==> config.mk <==
export PLATFORM = sky130hd
export DESIGN_NAME = fotm_slot_map
export DESIGN_NICKNAME = d
export VERILOG_FILES = /design/src/rtl/fotm_pkg.sv /design/src/rtl/fotm_slot_map.sv
export SDC_FILE = /design/constraint.sdc
export NUM_CORES = 1
export LEC_CHECK = 0
export BUFFER_PORTS_ARGS = -buffer_cell sky130_fd_sc_hd__buf_2
export CAP_MARGIN = 25
export CORE_MARGIN = 3
export CORE_UTILIZATION = 42
export DETAILED_ROUTE_END_ITERATION = 16
export PLACE_DENSITY = 0.72
export SYNTH_ARGS = -nofsm -noshare
export SYNTH_HDL_FRONTEND = slang
export SYNTH_SLANG_ARGS = --single-unit
==> constraint.sdc <==
create_clock -name clk -period 0.8 [get_ports clk]
set_input_delay 0.08 -clock clk [delete_from_list [all_inputs] [get_ports clk]]
set_output_delay 0.08 -clock clk [all_outputs]
set_load 0.01 [all_outputs]
==> src/rtl/fotm_pkg.sv <==
`timescale 1ns / 1ps
// shared types, constants and reorder function of the first-owner triangle marker
package fotm_pkg;

	localparam int INDEX_COUNT_DEF = 65536;
	localparam int IDX_W           = 16;
	localparam int CNT_W           = 2;
	localparam int S_TDATA_W       = 48;
	localparam int M_TDATA_W       = 56;

	localparam logic MODE_VERTEX = 1'b0;
	localparam logic MODE_EDGE   = 1'b1;

	typedef logic [IDX_W-1:0] idx_t;

	typedef struct packed {
		logic [CNT_W-1:0] new_count;
		idx_t             out_c;
		idx_t             out_b;
		idx_t             out_a;
	} out_item_t;

	localparam int M_PAD_W = M_TDATA_W - $bits(out_item_t);

	function automatic out_item_t fotm_reorder(input logic mode, input logic [2:0] fr,
			input idx_t a, input idx_t b, input idx_t c);
		out_item_t        r;
		logic [CNT_W-1:0] cnt;
		cnt = CNT_W'(fr[0]) + CNT_W'(fr[1]) + CNT_W'(fr[2]);
		r.new_count = cnt;
		r.out_a = a;
		r.out_b = b;
		r.out_c = c;
		if (mode == MODE_VERTEX) begin
			if (cnt == 2'd1) begin
				priority if (fr[1]) begin
					r.out_a = b; r.out_b = c; r.out_c = a;
				end else if (fr[2]) begin
					r.out_a = c; r.out_b = a; r.out_c = b;
				end
			end else if (cnt == 2'd2) begin
				priority if (!fr[0]) begin
					r.out_a = b; r.out_b = c; r.out_c = a;
				end else if (!fr[1]) begin
					r.out_a = c; r.out_b = a; r.out_c = b;
				end
			end
		end else begin
			if (cnt == 2'd1) begin
				priority if (fr[1]) begin
					r.out_a = b; r.out_b = a;
				end else if (fr[2]) begin
					r.out_a = c; r.out_c = a;
				end
			end else if (cnt == 2'd2) begin
				priority if (!fr[0]) begin
					r.out_a = c; r.out_c = a;
				end else if (!fr[1]) begin
					r.out_b = c; r.out_c = b;
				end
			end
		end
		return r;
	endfunction

endpackage

==> src/rtl/fotm_slot_map.sv <==
`timescale 1ns / 1ps
// two-stage reduction of an element index to its bitmap slot
module fotm_slot_map import fotm_pkg::*; #(
	parameter int INDEX_COUNT = INDEX_COUNT_DEF,
	localparam int SLOT_W = $clog2(INDEX_COUNT)
) (
	input  logic              clk,
	input  logic              ld,
	input  idx_t              idx_in,
	output logic [SLOT_W-1:0] slot
);

	idx_t              idx_s1;
	logic [SLOT_W-1:0] slot_s2;

	generate
		if (INDEX_COUNT < (1 << IDX_W)) begin : g_mod
			localparam longint unsigned RECIP_L =
				((64'd1 << 32) + longint'(INDEX_COUNT) - 64'd1) / longint'(INDEX_COUNT);
			localparam logic [31:0] RECIP = 32'(RECIP_L);
			localparam idx_t        N16   = IDX_W'(INDEX_COUNT);

			logic [47:0] prod;
			idx_t        q_s1;
			logic [31:0] qn;
			idx_t        rem;

			assign prod = idx_in * RECIP;
			assign qn   = q_s1 * N16;
			assign rem  = idx_s1 - qn[IDX_W-1:0];

			always_ff @(posedge clk) begin
				if (ld) begin
					q_s1   <= prod[47:32];
					idx_s1 <= idx_in;
				end
				slot_s2 <= rem[SLOT_W-1:0];
			end
		end else begin : g_direct
			always_ff @(posedge clk) begin
				if (ld) begin
					idx_s1 <= idx_in;
				end
				slot_s2 <= SLOT_W'(idx_s1);
			end
		end
	endgenerate

	assign slot = slot_s2;

endmodule

# Word-level counts from Yosys, hierarchy flattened
# Index checks and enable logic that the tools add are counted.
# word_totals
latch_bits,0
mem_count,0
mem_bits_rw,0
input_bits,18
elab_cells,2
romBits,0
register_bits,32
output_inout_bits,16
# classes
reduce_logical,0
div_mod_pow,0
mul,0
n_eq_ne,0
n_shift,0
mux,0
add_sub_neg,0
n_bitwise,0
order_cmp,0

# Logic depth before layout (Yosys ltp)
# Gate-level depths: netlist of the first run.
# depth
ltp_word,0
mapped_depth,0
mapped_depth_nobuf,0

# Worst setup path before layout of the first run
# OpenSTA, ideal clock, no wires.
# synth_timing
path_kind,register -> register
startpoint,register idx_s1[0]
endpoint,register slot_s2[0] (netlist: slot[0])
n_path_buf,0
required_time_ns,0.673
t_arrival_ns,0.323
setup_slack_ns,0.350
stages_incl_launch_ff,1
setup_ns,0.127
synth_period_minus_slack_ns,0.450
path_cell_list,edfxtp_1
# synth_rtl
element,line,source
from (decl),fotm_slot_map.sv:13,idx_t idx_s1;
from (signal assigned),fotm_slot_map.sv:42,idx_s1 <= idx_in;
to (signal assigned),fotm_slot_map.sv:44,slot_s2 <= SLOT_W'(idx_s1);
to (decl),fotm_slot_map.sv:14,logic [SLOT_W-1:0] slot_s2;
# No word-level cell between the ends.

# Worst setup path after layout of the first run
# layout_timing
startpoint,register slot_s2[1] (netlist: slot[1])
endpoint,output port slot[1]
# layout_rtl
element,line,source
to (decl),fotm_slot_map.sv:10,output logic [SLOT_W-1:0] slot
# No word-level cell between the ends.

==> run summary, run 1 <==
The flow ran to the end, but the final reports show violations. The final reports fail on negative setup slack. Across the VDD grid, the largest voltage drop is 2140 µV. Most common flop cell mapped by yosys: edfxtp_1.

For this design, the sink count on the clock tree is 32. Entering global routing, the biggest net connects 17 pins. For this run, design rule violations remaining after detail routing come to 0. The H-tree generated during clock tree synthesis spans 2 levels. By area the synthesized netlist is led by edfxtp_1 60%, dfxtp_1 40%. The largest fanout on the critical path works out to 1. The logs give 481 for the number of global-route vias before repair and 0.611 for the routability congestion estimate from global placement. Number of placed instances, taps included: 90. The shortest period the worst path allows is 0.839 ns. Of the available clock period, the critical path in the final layout requires 105%.

The sum of buffers and inverters on the critical path is 1, and the global route total overflow is 0. The routed length per placed instance came out at 11.7 µm. In this run the core area contains 15 standard-cell rows. The die covers 2470 µm². Yosys printed 0 warnings. The initial core utilization was 45.4%; the final number of hold-violating endpoints was 0.

In the synthesized netlist the async set-or-reset flop fraction comes to 0%. STA puts the critical path data arrival time at 0.76 ns. The depth of the worst register-to-register path was 0. The clock passes through at most 2 buffers.

The capture instance of the worst register-to-register path was slot[1]. The critical path goes through buf_6. The kind of cell with the highest combined delay along the critical path is flip-flops. The final count of pins violating max slew was 0. The biggest area contributor in the post-synthesis netlist is edfxtp_1.

Setup repair after global routing could not meet its margin everywhere. The depth of the worst hold-timing path is 1, and the minimum setup slack after placement is 0.0665 ns. The run gives 0 as the number of antenna violations at the first check in global routing. Leaving out filler cells and counting taps, the final layout contains 114. The endpoint required time on the critical path was 0.72 ns. Counting flops with a built-in enable in the synthesized netlist gives 16.

The max-capacitance violation count was 0; the post-synthesis area per instance was 25.0 µm². The number of register bits inferred by synthesis is 32, and the area taken by multi-input logic gates is 0 µm². Synthesis produced a netlist with a net count of 50.

The final worst slack is -0.0389 ns. Reported leakage power: 0.542 nW. After synthesis the cells add up to 801 µm². The run gives 5 as the total CTS buffers.

The tools report the worst slew slack as a fraction of its limit as 76.9%. The clock-pin slew of the registers on the worst-case setup and hold paths is 0.10 ns, and the fill cell instance count of the final layout is 127. The critical path's slowest cell was dfxtp_2. The tools report the origin of the worst min-delay path as ld.

The post-detailed-routing wire length is 1.34 mm. The x dimension of the die was 49.7 µm. In this run the power density over the cells is 2560 nW/µm².

The category of the worst setup path launch point is a register. The area overhead of the layout relative to synthesis is 60.2%, and the layout multi-input combinational cell count is 0. For the final database, setup skew stands at 0.00945 ns. The core region area is 1760 µm². The run gives 32 as the synthesized instance count. The worst setup path is captured at a primary output. The delay contributed by the slowest stage of the critical path is 0.34 ns.

Worst min-delay path endpoint: idx_s1[10]. For the number of distinct library cells after synthesis, the log shows 2. The startpoint identified for the worst register-to-register timing path is idx_s1[1]. For the total track usage, the log shows 12.3%. For the count of TritonRoute iterations in the first routing pass, the log shows 1. Once detail routing completed, the nets flagged for antenna violations numbered 0. The layout cell share with drive strength beyond 1 came out at 52.8%.

Timing would allow up to 1190 MHz. The slew at the pin closest to its max-slew limit works out to 0.347 ns. The path class of the tightest hold or removal check is in2reg. The top cell type by area accounts for 60.0% of the synthesized area.

The total setup violations reported at the end of the flow is 16. The net count of the finished layout is 106. The tree is rooted in a clkbuf_4. TritonCTS built the clock tree. During placement, the flow inserted port buffers numbering 33. Summed over all failing endpoints, the final setup total negative slack is -0.375 ns. Start-to-end type of the worst setup path: reg2out. The later pin in the worst-skew pair is clocked with a latency of 0.31 ns. Number of DRC markers in iteration 0: 0. For the count of pins on the block boundary, the log shows 34. The detailed-route vias per instance was 3.97. Measured on the finished design, the core utilization comes to 72.7%. By count the netlist is led by 16 x dfxtp_1, 16 x edfxtp_1. The logs give 453 for the via count of the routed design and 0 for the antenna diode count. The first-pass GRT wire length is 2.10 mm.

Sequential elements use 100% of the synthesized area. The die boundary height came out at 49.7 µm. The run gives 0.30 ns as the internal reg-to-reg setup slack.
## worst max-delay path by stage
stage,start,endpoint,slack (ns),cells after the start
4_1_cts,slot[11],slot[11],-0.06,1
5_1_grt,slot[6],slot[6],-0.08,1
3_5_place_dp,ld,idx_s1[7],0.07,1
3_3_place_gp,ld,idx_s1[4],0.09,1
6_report,slot[1],slot[1],-0.04,1
2_1_floorplan,idx_s1[0],slot[0],0.35,0
## placed cells by master (no fill, tap or decap)
cell           count
buf_6              6
dlygate4sd3_1     16
edfxtp_1          16
clkbuf_4           5
clkinvlp_4         1
bufinv_16          1
buf_2             27
clkinv_2           1
dfxtp_1           10
dfxtp_2            6
## kinds of logic (layout without fill, tap and decap cells)
logic type / after synthesis / in the layout / share of synthesized area (%)
DFF: 32 / 32 / 100
buffers and inverters: 0 / 57 / 0
## sequential cells by signal, indices dropped and copies added (netlist names)
signal / flops
idx_s1: 16
slot: 16
## per-layer routing
metal  global-route usage [%]  vias up  wire length, µm  share of wire [%]
met1                     11.5      205              438                 33
met2                     23.3       22              815                 61
met5                        0        -                0                  0
met4                     5.53        0                0                  0
met3                     4.53        0               82                6.1
li1                         -      226                -                  -
## cell type report
class	count	area (µm²)	share of cell area (%)
tap	25	31.3	2.44
timing repair buffer	49	363	28.3
clock inverter	3	42.5	3.32
sequential	32	808	63.0
clock buffer	5	37.5	2.93
## power by group
group	leakage (nW)	switching (mW)	internal [mW]
Clock	0.0412	0.501	0.651
Sequential	0.292	0.0342	1.86
Combinational	0.209	0.0923	0.148
## metrics by stage
| stage | cell area [µm²] | power, mW | hold WS, ns |
|---|---|---|---|
| final | 1280 | 3.29 | 0.189 |
| after detailed placement | 997 | 2.07 | 0.259 |
| after global placement | 997 | 2.06 | 0.256 |
| after global routing | 1280 | 3.43 | 0.183 |
| after floorplan | 801 | 1.95 | 0.179 |
| after CTS | 1240 | 3.28 | 0.173 |
## repair_timing
action | CTS | global route
endpoints found under the setup margin | 16 | 16
hold endpoints to repair | 16 | 0
hold buffers | 16 | 0
resized for setup | 0 | 12
buffers inserted | 0 | 0
No activity file was read; power rests on OpenSTA's default activity.
==> inputs of run 2 (changes only) <==
--- a/config.mk
+++ b/config.mk
@@ -8,9 +8,11 @@
 export BUFFER_PORTS_ARGS = -buffer_cell sky130_fd_sc_hd__buf_2
 export CAP_MARGIN = 25
 export CORE_MARGIN = 3
-export CORE_UTILIZATION = 42
+export CORE_UTILIZATION = 40
 export DETAILED_ROUTE_END_ITERATION = 16
-export PLACE_DENSITY = 0.72
+export GPL_ROUTABILITY_DRIVEN = 0
+export HOLD_SLACK_MARGIN = 0.02
+export PLACE_DENSITY = 0.69
 export SYNTH_ARGS = -nofsm -noshare
 export SYNTH_HDL_FRONTEND = slang
 export SYNTH_SLANG_ARGS = --single-unit
==> run 2 against run 1 <==
The flow still finishes with violations (negative setup slack). Sequential cell count unchanged. Sequential power about the same. Global-route usage about the same. Clock power down 21%. Critical path depth unchanged. Core utilization down 2.1 points. Sequential share of layout area up 0.66 points. Final cell count unchanged. Clock-buffer cell count up 1. Die area up 4.4%. Final area down 0.88%. Largest power group unchanged.
==> run summary, run 2 (same netlist as run 1, synthesis figures left out) <==
Walking the worst path, the cells encountered are buf_6. The tools report the number of DRC markers in iteration 0 as 2 (+2). The flow ran to the end, but the final reports show violations. The logs give 0 (unchanged) for the number of antenna violations at the first check in global routing and 2 (unchanged) for the number of buffers between clock root and the deepest sink. The logs give 0.0103 ns (+0.000869 ns) for the worst clock skew on the final layout and 0 (unchanged) for the number of nets with antenna violations after detailed routing. The tools report the accumulated negative setup slack as -0.442 ns (-0.0667 ns). The tools report the reported leakage power as 0.541 nW (-0.20%). The area overhead of the layout relative to synthesis was 58.8%.

The run gives 7.9% (+0.6 points) as the share of power burned in combinational logic. The shortest period the worst path allows was 0.845 ns (+0.00634 ns). The checks that failed: negative setup slack. Die boundary height: 50.7 µm (+2.2%). Critical path's slowest cell: dfxtp_2. In the layout the commonest cells are 26 x buf_2, 16 x dlygate4sd3_1, 16 x edfxtp_1. The run gives 617 µW (-1.7%) as the net switching power of the design.

The clock sink count was 32 (unchanged); the total CTS buffers was 5 (unchanged). The maximum VDD drop is 1530 µV (-28%). The slew at the pin closest to its max-slew limit works out to 0.335 ns (-0.0113 ns). The highest achievable clock rate was 1180 MHz (-0.75%); the largest fanout on the critical path was 1 (unchanged).

The total track usage is 12.3% (about the same), and the internal power contribution is 2.43 mW (-8.6%). The standard-cell row count was 15 (unchanged); the global route total overflow was 0 (unchanged). The maximum number of pins on one net before global-route repair came out at 17 (unchanged). Setup repair after global routing could not meet its margin everywhere.

Sum of buffers and inverters on the critical path: 1 (unchanged). The largest delay contributor family on the critical path was flip-flops. The via count of the routed design is 441 (-2.6%). The tools report the core region area as 1800 µm² (+2.1%). The tools report the die area as 2570 µm² (+4.4%). The area taken by multi-input logic gates came out at 0 µm² (unchanged). The overall power is 3.05 mW (-7.3%), and the worst hold-check slack is 0.176 ns (-0.0130 ns).

The H-tree depth reported by CTS came out at 2 (unchanged). The category of the worst setup path launch point is a register. The logs give 114 (unchanged) for the non-filler instance count after layout and 0.72 ns (about the same) for the endpoint required time on the critical path. The power per cell area came out at 2400 nW/µm² (-6.5%). For the count of pins on the block boundary, the log shows 34 (unchanged).

The worst hold-check path type is in2reg. The run gives 0 (unchanged) as the max-capacitance violation count. The root buffer selected by CTS is clkbuf_4. The number of placed instances, taps included is 90 (unchanged), and the part of the power in registers is 62.2% (+4.6 points). The tools report the initial core utilization as 44.4% (-0.95 points). The number of buffer cells added on primary ports works out to 33 (unchanged). Area of placed instances: 997 µm² (unchanged).

The tools report the arrival time of the worst setup path as 0.77 ns (about the same). For the post-detailed-routing wire length, the log shows 1.29 mm (-3.7%). The number of global-route vias before repair is 453 (-5.8%), and the final count of pins violating max slew is 0 (unchanged). The summed area of non-filler cells in the final layout is 1270 µm² (-0.88%), and the delay contributed by the slowest stage of the critical path is 0.33 ns (about the same).

The clock-pin slew of the registers on the worst-case setup and hold paths is 0.10 ns (about the same). The logs give 77.6% (+0.76 points) for the worst slew slack as a fraction of its limit and 0 (unchanged) for the DRC violations left. The run gives 16 (unchanged) as the total setup violations reported at the end of the flow. The detailed-route vias per instance was 3.87 (-2.6%); the net count reported at finish was 106 (unchanged). The final worst slack was -0.0453 ns (-0.00634 ns); the x dimension of the die was 50.7 µm (+2.2%). For the final number of hold-violating endpoints, the log shows 0 (unchanged). The layout cell share with drive strength beyond 1 came out at 53.9% (+1.1 points). The minimum setup slack after placement was 0.0766 ns (+0.0101 ns). TritonCTS built the clock tree. The share of the clock period used by the worst path is 106% (+0.79 points). The count of TritonRoute iterations in the first routing pass is 3 (+2), and the first-pass GRT wire length is 2.01 mm (-4.3%). The critical path in this run is classified as reg2out. The tools report the proportion of power drawn by the clock network as 29.9% (-5.2 points). The worst setup path is captured at a primary output. The routed length per placed instance is 11.3 µm (-3.7%), and the antenna diode count is 0 (unchanged). Latest clock arrival within the worst-skew pair: 0.32 ns (about the same).

The post-layout utilization of the core was 70.6% (-2.1 points). Leaving out fill and tap cells, the most frequent cell in the layout is buf_2. The switching power share of the total was 20.2% (+1.1 points). The run gives 128 (+0.79%) as the fill cell instance count of the final layout. The layout multi-input combinational cell count was 0 (unchanged).
==> run 2: changes by cell type in the layout (fill, tap and decap cells not counted) <==
cell / previous run / this run
clkbuf_8: 0 / 1
clkinv_2: 1 / 2
buf_2: 27 / 26
bufinv_16: 1 / 0
buf_6: 6 / 7
dfxtp_2: 6 / 7
dfxtp_1: 10 / 9
clkinvlp_4: 1 / 0
==> run 2: power groups by stage <==
stage	clock network [mW]	logic, mW	registers [mW]
global route	1.05	0.258	1.91
finish	0.910	0.242	1.89
floorplan	0	0	1.95
global placement	0	0.149	1.92
CTS	0.952	0.224	1.89
detailed placement	0	0.151	1.92
==> run 2: path summary, 6_finish.rpt <==
path / from / endpoint / slack, ns / cells after the start
setup / recovery: slot[4] / slot[4] / -0.05 / 1
hold reg to reg: idx_s1[10] / slot[10] / 0.35 / 0
hold / removal: ld / idx_s1[14] / 0.18 / 1
setup reg to reg: idx_s1[14] / slot[14] / 0.27 / 0
==> run 2: repair_timing <==
| item | CTS | global route |
|---|---|---|
| setup buffers | 0 | 0 |
| endpoints found under the hold margin | 16 | 0 |
| resized for setup | 6 | 8 |
| setup endpoints to repair | 16 | 16 |
| hold buffers | 16 | 0 |
| gates cloned | 0 | 0 |
==> run 2: cell type report <==
cell class            instances  area [µm²]  area share, %
clock buffer                  6        51.3           4.04
clock inverter                2        10.0          0.787
sequential                   32         810           63.7
tap                          25        31.3           2.46
timing repair buffer         49         369           29.0
==> run 2: routing by layer <==
| layer | global-route usage [%] | share of wire (%) | vias up |
|---|---|---|---|
| met1 | 11.4 | 37 | 192 |
| met4 | 6.73 | 0 | 0 |
| met2 | 19.6 | 53 | 24 |
| met5 | 0 | 0 | - |
| li1 | - | - | 225 |
| met3 | 9.20 | 10 | 0 |
